`config.mk`:
```
export PLATFORM = sky130hd
export DESIGN_NAME = weighted_mean_variance_top
export DESIGN_NICKNAME = d
export VERILOG_FILES = /design/src/hdl/wmv_pkg.sv /design/src/hdl/weighted_mean_variance_top.sv
export SDC_FILE = /design/constraint.sdc
export NUM_CORES = 2
export LEC_CHECK = 0
export BUFFER_PORTS_ARGS = -buffer_cell sky130_fd_sc_hd__buf_2
export CORE_MARGIN = 3
export CORE_UTILIZATION = 50
export DETAILED_ROUTE_END_ITERATION = 6
export PLACE_DENSITY = 0.66
export REMOVE_ABC_BUFFERS = 1
export SYNTH_ARGS = -nofsm -noshare
export SYNTH_HDL_FRONTEND = slang
export SYNTH_SLANG_ARGS = --single-unit
```
`constraint.sdc`:
```
create_clock -name clk_i -period 29.3 [get_ports clk_i]
set_input_delay 1.465 -clock clk_i [delete_from_list [all_inputs] [get_ports clk_i]]
set_output_delay 1.465 -clock clk_i [all_outputs]
set_load 0.01 [all_outputs]
```
`src/hdl/wmv_pkg.sv`:
```
// package with types and constants of the weighted mean and variance block
`timescale 1ns / 1ps
package wmv_pkg;

  localparam int unsigned MAX_ITEMS = 1024;
  localparam int unsigned CNT_W     = 11;
  localparam logic [27:0] WSUM_MAX  = 28'hFFFFFFF;
  localparam logic [16:0] WEIGHT_ONE = 17'd65536;

  typedef enum logic [3:0] {
    ST_IDLE,
    ST_MAG,
    ST_PROD,
    ST_DIV,
    ST_MEAN,
    ST_MOM,
    ST_ACC,
    ST_CHK,
    ST_FDIV1,
    ST_FDIV2,
    ST_SQRT,
    ST_OUT
  } wmv_state_e;

endpackage

```
`src/hdl/weighted_mean_variance_top.sv`:
```
// weighted running mean and sigma of a rated item stream, west's method
// an item is taken in ST_IDLE; a scored one then runs ST_MAG, a multiply, one 64-step divide
// on the shared restoring divider, two multiplies and ST_ACC; s_axis_tready is low meanwhile
// a last item of at least two samples adds two more 64-step divides and a 32-step square root
// the result sits in an output register, so the next item may enter while it waits
// rst_ni is asynchronous and active low and clears all running sums and the control state
`timescale 1ns / 1ps
module weighted_mean_variance_top (
  input  logic        clk_i,
  input  logic        rst_ni,
  input  logic        s_axis_tvalid,
  output logic        s_axis_tready,
  input  logic [55:0] s_axis_tdata,  // day_score, night_score, weight, zero fill
  input  logic        s_axis_tlast,  // last_item
  output logic        m_axis_tvalid,
  input  logic        m_axis_tready,
  output logic [47:0] m_axis_tdata,  // mean_score, spread, sample_count, zero fill
  output logic        m_axis_tuser   // status
);
  import wmv_pkg::*;

  wmv_state_e state_q, state_d;

  logic [31:0] x_q, x_d;
  logic [16:0] w_q, w_d;
  logic        last_q, last_d;
  logic        scored_q, scored_d;
  logic        up_q, up_d;
  logic [31:0] mag_q, mag_d;
  logic [63:0] prod_q, prod_d;
  logic [31:0] mean_q, mean_d;
  logic [63:0] m2_q, m2_d;
  logic [27:0] wsum_q, wsum_d;
  logic [CNT_W-1:0] cnt_q, cnt_d;
  logic [63:0] dq_q, dq_d;
  logic [34:0] rem_q, rem_d;
  logic [28:0] divisor_q, divisor_d;
  logic [31:0] root_q, root_d;
  logic [5:0]  it_q, it_d;
  logic [63:0] v1_q, v1_d;
  logic [15:0] sigma_q, sigma_d;
  logic        stat_q, stat_d;
  logic        ovalid_q, ovalid_d;
  logic [47:0] odata_q, odata_d;
  logic        ouser_q, ouser_d;

  // shared multiplier
  logic [31:0] mul_a, mul_b;
  logic [63:0] mul_p;
  assign mul_p = 64'(mul_a) * 64'(mul_b);

  // shared divider step
  logic [29:0] div_sh;
  logic        div_ge;
  logic [29:0] div_rem;
  logic [63:0] div_quot;
  assign div_sh   = {rem_q[28:0], dq_q[63]};
  assign div_ge   = div_sh >= {1'b0, divisor_q};
  assign div_rem  = div_ge ? (div_sh - {1'b0, divisor_q}) : div_sh;
  assign div_quot = {dq_q[62:0], div_ge};

  // square root step
  logic [34:0] sq_sh, sq_trial, sq_rem;
  logic        sq_ge;
  assign sq_sh    = {rem_q[32:0], dq_q[63:62]};
  assign sq_trial = {1'b0, root_q, 2'b01};
  assign sq_ge    = sq_sh >= sq_trial;
  assign sq_rem   = sq_ge ? (sq_sh - sq_trial) : sq_sh;

  logic [15:0] in_day, in_night;
  logic [16:0] in_w;
  assign in_day   = s_axis_tdata[15:0];
  assign in_night = s_axis_tdata[31:16];
  assign in_w     = s_axis_tdata[48:32];

  logic [28:0] t_sum;
  assign t_sum = {1'b0, wsum_q} + 29'(w_q);

  logic [64:0] m2_sum, v_sum;
  logic [32:0] mean_rnd;
  assign m2_sum   = {1'b0, m2_q} + {1'b0, prod_q};
  assign v_sum    = {1'b0, v1_q} + {1'b0, div_quot};
  assign mean_rnd = {1'b0, mean_q} + 33'd32768;

  assign s_axis_tready = (state_q == ST_IDLE);
  assign m_axis_tvalid = ovalid_q;
  assign m_axis_tdata  = odata_q;
  assign m_axis_tuser  = ouser_q;

  always_comb begin
    state_d   = state_q;
    x_d       = x_q;
    w_d       = w_q;
    last_d    = last_q;
    scored_d  = scored_q;
    up_d      = up_q;
    mag_d     = mag_q;
    prod_d    = prod_q;
    mean_d    = mean_q;
    m2_d      = m2_q;
    wsum_d    = wsum_q;
    cnt_d     = cnt_q;
    dq_d      = dq_q;
    rem_d     = rem_q;
    divisor_d = divisor_q;
    root_d    = root_q;
    it_d      = it_q;
    v1_d      = v1_q;
    sigma_d   = sigma_q;
    stat_d    = stat_q;
    ovalid_d  = ovalid_q & ~m_axis_tready;
    odata_d   = odata_q;
    ouser_d   = ouser_q;
    mul_a     = mag_q;
    mul_b     = 32'(w_q);

    case (state_q)
      ST_IDLE: begin
        if (s_axis_tvalid) begin
          scored_d = 1'b1;
          if (in_day != 16'd0) begin
            x_d = (in_night != 16'd0) ? ({15'd0, 17'(in_day) + 17'(in_night)} << 15)
                                      : {in_day, 16'd0};
          end else if (in_night != 16'd0) begin
            x_d = {in_night, 16'd0};
          end else begin
            x_d      = 32'd0;
            scored_d = 1'b0;
          end
          if (in_w == 17'd0) w_d = 17'd1;
          else if (in_w > WEIGHT_ONE) w_d = WEIGHT_ONE;
          else w_d = in_w;
          last_d  = s_axis_tlast;
          state_d = ST_MAG;
        end
      end
      ST_MAG: begin
        up_d  = x_q >= mean_q;
        mag_d = (x_q >= mean_q) ? (x_q - mean_q) : (mean_q - x_q);
        if (scored_q && (32'(cnt_q) < MAX_ITEMS)) state_d = ST_PROD;
        else state_d = ST_CHK;
      end
      ST_PROD: begin
        dq_d      = mul_p;
        divisor_d = t_sum;
        rem_d     = 35'd0;
        it_d      = 6'd0;
        state_d   = ST_DIV;
      end
      ST_DIV, ST_FDIV1, ST_FDIV2: begin
        dq_d  = div_quot;
        rem_d = {5'd0, div_rem};
        it_d  = it_q + 6'd1;
        if (it_q == 6'd63) begin
          it_d  = 6'd0;
          rem_d = 35'd0;
          if (state_q == ST_DIV) begin
            state_d = ST_MEAN;
          end else if (state_q == ST_FDIV1) begin
            v1_d      = div_quot;
            divisor_d = 29'(cnt_q - CNT_W'(1));
            state_d   = ST_FDIV2;
          end else begin
            dq_d    = v_sum[64] ? {64{1'b1}} : v_sum[63:0];
            root_d  = 32'd0;
            state_d = ST_SQRT;
          end
        end
      end
      ST_MEAN: begin
        mean_d  = up_q ? (mean_q + dq_q[31:0]) : (mean_q - dq_q[31:0]);
        mul_a   = {8'd0, mag_q[31:8]};
        mul_b   = {8'd0, dq_q[31:8]};
        prod_d  = mul_p;
        state_d = ST_MOM;
      end
      ST_MOM: begin
        mul_a   = {4'd0, wsum_q};
        mul_b   = prod_q[47:16];
        prod_d  = mul_p;
        state_d = ST_ACC;
      end
      ST_ACC: begin
        m2_d    = m2_sum[64] ? {64{1'b1}} : m2_sum[63:0];
        wsum_d  = (t_sum > {1'b0, WSUM_MAX}) ? WSUM_MAX : t_sum[27:0];
        cnt_d   = cnt_q + CNT_W'(1);
        state_d = ST_CHK;
      end
      ST_CHK: begin
        if (!last_q) begin
          state_d = ST_IDLE;
        end else if (cnt_q < CNT_W'(2)) begin
          sigma_d = 16'd0;
          stat_d  = 1'b1;
          state_d = ST_OUT;
        end else begin
          dq_d      = m2_q;
          divisor_d = {1'b0, wsum_q};
          rem_d     = 35'd0;
          it_d      = 6'd0;
          state_d   = ST_FDIV1;
        end
      end
      ST_SQRT: begin
        rem_d  = sq_rem;
        root_d = {root_q[30:0], sq_ge};
        dq_d   = {dq_q[61:0], 2'b00};
        it_d   = it_q + 6'd1;
        if (it_q == 6'd31) begin
          sigma_d = (root_q[30:15] != 16'd0) ? 16'hFFFF : {root_q[14:0], sq_ge};
          stat_d  = 1'b0;
          state_d = ST_OUT;
        end
      end
      ST_OUT: begin
        if (!ovalid_q || m_axis_tready) begin
          ovalid_d = 1'b1;
          odata_d  = {5'd0, cnt_q, sigma_q,
                      mean_rnd[32] ? 16'hFFFF : mean_rnd[31:16]};
          ouser_d  = stat_q;
          mean_d   = 32'd0;
          m2_d     = 64'd0;
          wsum_d   = 28'd0;
          cnt_d    = '0;
          state_d  = ST_IDLE;
        end
      end
      default: state_d = ST_IDLE;
    endcase
  end

  always_ff @(posedge clk_i or negedge rst_ni) begin
    if (!rst_ni) begin
      state_q  <= ST_IDLE;
      ovalid_q <= 1'b0;
      mean_q   <= 32'd0;
      m2_q     <= 64'd0;
      wsum_q   <= 28'd0;
      cnt_q    <= '0;
      it_q     <= 6'd0;
    end else begin
      state_q  <= state_d;
      ovalid_q <= ovalid_d;
      mean_q   <= mean_d;
      m2_q     <= m2_d;
      wsum_q   <= wsum_d;
      cnt_q    <= cnt_d;
      it_q     <= it_d;
    end
  end

  always_ff @(posedge clk_i) begin
    x_q       <= x_d;
    w_q       <= w_d;
    last_q    <= last_d;
    scored_q  <= scored_d;
    up_q      <= up_d;
    mag_q     <= mag_d;
    prod_q    <= prod_d;
    dq_q      <= dq_d;
    rem_q     <= rem_d;
    divisor_q <= divisor_d;
    root_q    <= root_d;
    v1_q      <= v1_d;
    sigma_q   <= sigma_d;
    stat_q    <= stat_d;
    odata_q   <= odata_d;
    ouser_q   <= ouser_d;
  end

endmodule

```
=== After elaboration in Yosys (flattened, before gate mapping) ===
Index checks and enable logic that the tools add are counted.

* Flip-flop bits (word level): 577
* Input port bits: 61
* Output and inout port bits: 51
* Word-level logic and storage cells: 167

* $add $sub $neg: 14
* $mul: 1
* $lt $le $gt $ge: 7
* Equality and inequality tests: 23
* Muxes and demuxes: 67
* Bitwise gates (word level): 3
* Reduce and logical (&&, ||, !) cells: 27

{| class="wikitable"
|+ Operator list
! cell !! count
|-
| two-way mux 64 bit || 8
|-
| two-way mux 32 bit || 9
|-
| one-hot mux 32 bit (2 select lines) || 4
|-
| one-hot mux 64 bit (4 select lines) || 1
|-
| two-way mux 29 bit || 5
|-
| one-hot mux 33 bit (4 select lines) || 1
|-
| adder 64 x 64 -> 65 bit || 2
|-
| one-hot mux 64 bit (2 select lines) || 1
|-
| two-way mux 33 bit || 3
|-
| subtractor 32 bit || 3
|-
| one-hot mux 29 bit (3 select lines) || 1
|-
| multiplier 32 x 32 -> 64 bit || 1
|-
| two-way mux 16 bit || 4
|-
| two-way mux 30 bit || 2
|-
| two-way mux 28 bit || 2
|-
| one-hot mux 28 bit (2 select lines) || 1
|-
| nonzero test 16 bit || 3
|-
| one-hot mux 4 bit (10 select lines) || 1
|-
| greater-or-equal comparator 35 x 34 -> 1 bit || 1
|-
| adder 32 x 16 -> 33 bit, second input constant || 1
|-
| subtractor 33 bit || 1
|-
| adder 32 bit || 1
|-
| greater-or-equal comparator 32 bit || 1
|-
| one-hot mux 16 bit (2 select lines) || 1
|-
| other kinds (44) || 84
|}

=== Depth between registers and ports, before layout ===
* Depth after elaboration: 7
* Depth in mapped cells: 37
* Depth with buffers taken out: 31

=== Least setup slack after synthesis ===
OpenSTA, ideal clock, no wires.

* Path kind: reg-to-reg
* From: register state_q[2]
* To: register dq_q[31] (data pin)
* Library setup time: 0.259 ns
* Arrival: 9.232 ns
* Slack: 19.809 ns
* Cell stages (with the launch flop): 35
* Period minus slack after synthesis: 9.491 ns
* Cell sequence: dfrtp_1 -> buf_2 -> nor2b_1 -> nand2b_1 -> clkbuf_1 -> inv_1 -> buf_1 -> buf_2 -> nor2_1 -> or3_1 -> clkbuf_1 -> nor2_1 -> fa_1 -> fa_1 -> fa_1 -> inv_1 -> fa_1 -> inv_1 -> fa_1 -> inv_1 -> fa_1 -> inv_1 -> fa_1 -> fa_1 -> ha_1 -> a21oi_1 -> nand2_1 -> a31o_2 -> o31ai_1 -> o21ai_1 -> a21o_1 -> a21o_1 -> a31o_1 -> xor2_1 -> a211o_1

* Elaborated cells on any way between the ends: 16

{| class="wikitable"
|+ RTL lines
! what !! RTL line !! source
|-
| start: declaration || weighted_mean_variance_top.sv:22 || <nowiki>wmv_state_e state_q, state_d;</nowiki>
|-
| start signal: assignment || weighted_mean_variance_top.sv:242 || <nowiki>state_q <= state_d;</nowiki>
|-
| == test 4 x 3 -> 1 bit || weighted_mean_variance_top.sv:117 || <nowiki>case (state_q)</nowiki>
|-
| one-hot mux 32 bit (2 select lines) || weighted_mean_variance_top.sv:117 ||
|-
| multiplier 32 x 32 -> 64 bit (*) || weighted_mean_variance_top.sv:50 || <nowiki>assign mul_p = 64'(mul_a) * 64'(mul_b);</nowiki>
|-
| named net mul_p[31] || weighted_mean_variance_top.sv:49 || <nowiki>logic [63:0] mul_p;</nowiki>
|-
| one-hot mux 64 bit (4 select lines) (*) || weighted_mean_variance_top.sv:117 ||
|-
| named net dq_d[31] || weighted_mean_variance_top.sv:35 || <nowiki>logic [63:0] dq_q, dq_d;</nowiki>
|-
| end signal: assignment || weighted_mean_variance_top.sv:260 || <nowiki>dq_q <= dq_d;</nowiki>
|-
| end: declaration || weighted_mean_variance_top.sv:35 ||
|}

The timed path passes the listed nets; every way through them passes the cells marked *.
A chain may end at the register's enable or synchronous reset.

=== Worst setup path in the final report ===
* From: register state_q[2]
* To: register dq_q[63] (data pin)

* Word-level cells in the longest chain between the ends: 5
* Elaborated cells on any way between the ends: 16

{| class="wikitable"
|+ Ends and longest elaborated chain
! what !! RTL line
|-
| branches (longest 4 deep; another with multiplier 32 x 32 -> 64 bit) || -
|-
| one-hot mux 64 bit (4 select lines) (*) || weighted_mean_variance_top.sv:117
|-
| named net dq_d[63] || weighted_mean_variance_top.sv:35
|}

Mark *: on every way through the listed nets, which the timed path passes.

==> impl_metrics.csv <==
group,metric,value,unit
run_status,outcome,"complete, but fails checks",
run_status,violations,"design-rule violations",
yosys,synth_warnings,0,
timing,final-hold-violation-count,0,
grt,grt_start_max_net_pins,99,
grt,antenna_found_initial,3,
cells_and_area,final_cell_area,78470,um2
drt,vias,61750,
die,fp.dieArea,151300,um2
placement,dp.final_hpwl,186900,um
grt,gr-usage-met1,0.4439,
placement,gp_congestion,1.005,
timing,postLayoutSetupSlackWorst,17.06,ns
die,rows,139,
worst_hold_path,worstHoldPathCells,0,
worst_setup_path,startpoint_type,"flop",
cells_and_area,syn_to_final_growth,7.040,%
timing,fin_crit,12.24,ns
clocking,hold_buffers,0,
clocking,cts-root-buf,"clkbuf_16",
yosys,syn-cell-area,73310,um2
cells_and_area,final_common_cell,"inv_1",
yosys,synth-seq-area-share,0.2202,
worst_setup_path,reg2regPathDepth,31,
drt,vias_per_cell,6.079,
worst_hold_path,hold_path_class,"flop to flop",
yosys,synth.avg_cell_area,8.895,um2
timing,setup_viol,0,
power_and_ir_drop,finalPower,2.101,mW
grt,grt_pass1_vias,61680,
timing,skew,0.07487,ns
worst_setup_path,r2r-end,"dq_q[63]",
worst_setup_path,worst-path-max-fanout,53,
clocking,cts_buffers,71,
clocking,cts_resized,0,
job,drv_cap,0,
power_and_ir_drop,peakVddDrop,0.00003667,V
worst_setup_path,critPathMaxStageDelay,0.78,ns
grt,grtUsageTotal,0.3199,
cells_and_area,final_cell_mix,"inv_1, nor2_1, fa_1",
cells_and_area,fillers,13100,
timing,final.setup.tns,0,ns
worst_setup_path,cp.arrival,12.56,ns
timing,tightestPinTransition,1.146,ns
yosys,ys_async_sr_fraction,0.2598,
clocking,cts_tree,"built",
worst_hold_path,holdPathEnd,"m_axis_tdata[30]",
cells_and_area,stdcell_count,10160,
drt,drc,1,
grt,grt_first_pass_wirelength,372100,um
drt,dr.pass1.iters,7,
timing,rsz0062_at_grt,"false",
drt,wirelength,242300,um
grt,grt.busiest_layer,"met2",
clocking,cts.clk_slew.worst_paths,0.06,ns
timing,clock.fmax,81.71,MHz
die,coreArea,144500,um2
worst_setup_path,worst_r2r_startpoint,"state_q[2]",
worst_setup_path,end_kind,"flop",
timing,final_max_slew_viol_count,0,
placement,io_buffers,99,
clocking,post_cts_buffers,0,
clocking,numClockSinks,562,
yosys,yosysUniqueCellTypes,115,
die,io_pins,112,
cells_and_area,drive_gt1_frac,0.06071,
timing,maxSlewHeadroom,0.2363,
worst_setup_path,crit_path_frequent_cell,"fa_1",
drt,ant_nets,0,
worst_setup_path,r2r_slack,17.06,ns
clocking,h-tree-depth,3,
drt,wl_per_cell,23.85,um
clocking,clock_path_buffers,3,
worst_setup_path,worst-setup-path-type,"flop to flop",
power_and_ir_drop,power.density,26.78,nW/um2
yosys,netlist_instances,8242,
grt,grt_overflow,0,
die,die_x,388.9,um
grt,gr-usage-met3,0.07376,
placement,placed_cell_area,76030,um2
die,die_h,388.9,um
placement,placed_cells,10020,
worst_setup_path,cp_slowest_cell,"inv_4",
grt,use_met2,0.4812,
worst_hold_path,worst_hold_startpoint,"sigma_q[14]",
drt,drtIter0Drc,6340,
yosys,yosys_register_bits,562,
worst_setup_path,cp.required,29.62,ns
yosys,synth_edf_count,416,
placement,pre_cts_ws,17.20,ns
yosys,synth-main-ff-cell,"edfxtp_1",
die,initial_core_util,0.5073,
clocking,clk-insertion-delay-late,0.67,ns
timing,fin_crit_sh,0.4177,
power_and_ir_drop,p_leak,36.95,nW
cells_and_area,fin_nets,9717,
[sequential cells by signal, summed over array words and instances (netlist names), 4 cells and up]
name	cells
cnt_q	11
divisor_q	29
dq_q	64
it_q	6
m2_q	64
m_axis_tdata	43
mag_q	32
mean_q	32
prod_q	64
rem_q	33
root_q	32
sigma_q	16
state_q	4
v1_q	64
w_q	17
wsum_q	28
x_q	17
[metal layers]
metal  up-vias  share of wire
li1      27530              -
met1     30450           0.41
met2      3164           0.43
met3       607           0.11
met4         2          0.053
met5         -       0.000054
[kinds of logic (layout without fill, tap and decap cells)]
| kind of cell | after synthesis | count (layout) | share of synthesized area |
|---|---|---|---|
| simple gates | 2618 | 2618 | 0.1576 |
| compound gates | 1710 | 1710 | 0.1541 |
| other cells | 2 | 67 | 0.0001024 |
| mux | 41 | 41 | 0.005803 |
| xor+xnor | 347 | 347 | 0.04146 |
| buf+inv | 1500 | 1448 | 0.07871 |
| fa+ha+maj | 1462 | 1462 | 0.3420 |
| flops | 562 | 562 | 0.2202 |
[critical path, delay by kind of cell, from the launching register on]
family          cells  cell delay, ns
compound gates      7            2.14
fa+ha+maj           9            4.27
simple gates        7            2.27
buf+inv             7            1.96
mux                 1            0.42
flops               1            0.76
[area by class of cell]
cell class              instances  area (um2)  share of cell area
diodes                          2       5.005          0.00006378
clock buffers                 100        2073             0.02642
clock inverters                32       366.6            0.004672
inverters                    1073        4034             0.05140
multi-input cells            6243       51880              0.6612
flip-flops and latches        562       16150              0.2057
well taps                    1903        2381             0.03034
repair buffers                243        1583             0.02017
[worst max path at each step]
stage          startpoint       end  slack (ns)  depth (start not counted)
6_report       state_q[2]  dq_q[63]       17.06                         31
5_1_grt        state_q[2]  dq_q[63]       16.57                         31
4_1_cts        state_q[2]  dq_q[63]       17.17                         30
3_5_place_dp   state_q[2]  dq_q[63]       17.20                         30
3_3_place_gp   state_q[2]  dq_q[63]       17.35                         30
2_1_floorplan  state_q[2]  dq_q[61]       18.13                         28
[synthesized netlist by cell type, drive strengths merged, types with 45 or more instances]
library cell,n,share of area
a211oi,45,0.0049
a21o,189,0.019
a21oi,461,0.032
a22oi,53,0.0055
a31oi,114,0.0099
and2,70,0.0060
and3,53,0.0045
buf,74,0.0056
clkbuf,353,0.018
dfrtp,146,0.050
edfxtp,416,0.17
fa,903,0.25
ha,559,0.095
inv,1072,0.055
nand2,814,0.042
nand3,153,0.010
nand4,57,0.0049
nor2,1038,0.053
nor3,145,0.010
o211ai,46,0.0047
o21a,45,0.0046
o21ai,352,0.024
o21bai,71,0.0073
o221ai,56,0.0068
or3,69,0.0059
xnor2,203,0.024
xor2,144,0.017
[metrics by stage]
step	hold slack [ns]	utilization
finish	0.4186	0.5430
floorplan	0.4003	-
CTS	0.4188	0.5429
global placement	0.4007	0.5261
global route	0.4263	0.5429
detailed placement	0.4045	0.5261
[where the power goes]
part           leakage, nW  switching (mW)  internal, mW
registers             5.46        0.000190         0.859
clock network         1.19           0.384         0.524
logic                 30.3           0.207         0.126
total                 36.9           0.592          1.51
No activity file was read; power rests on OpenSTA's default activity.
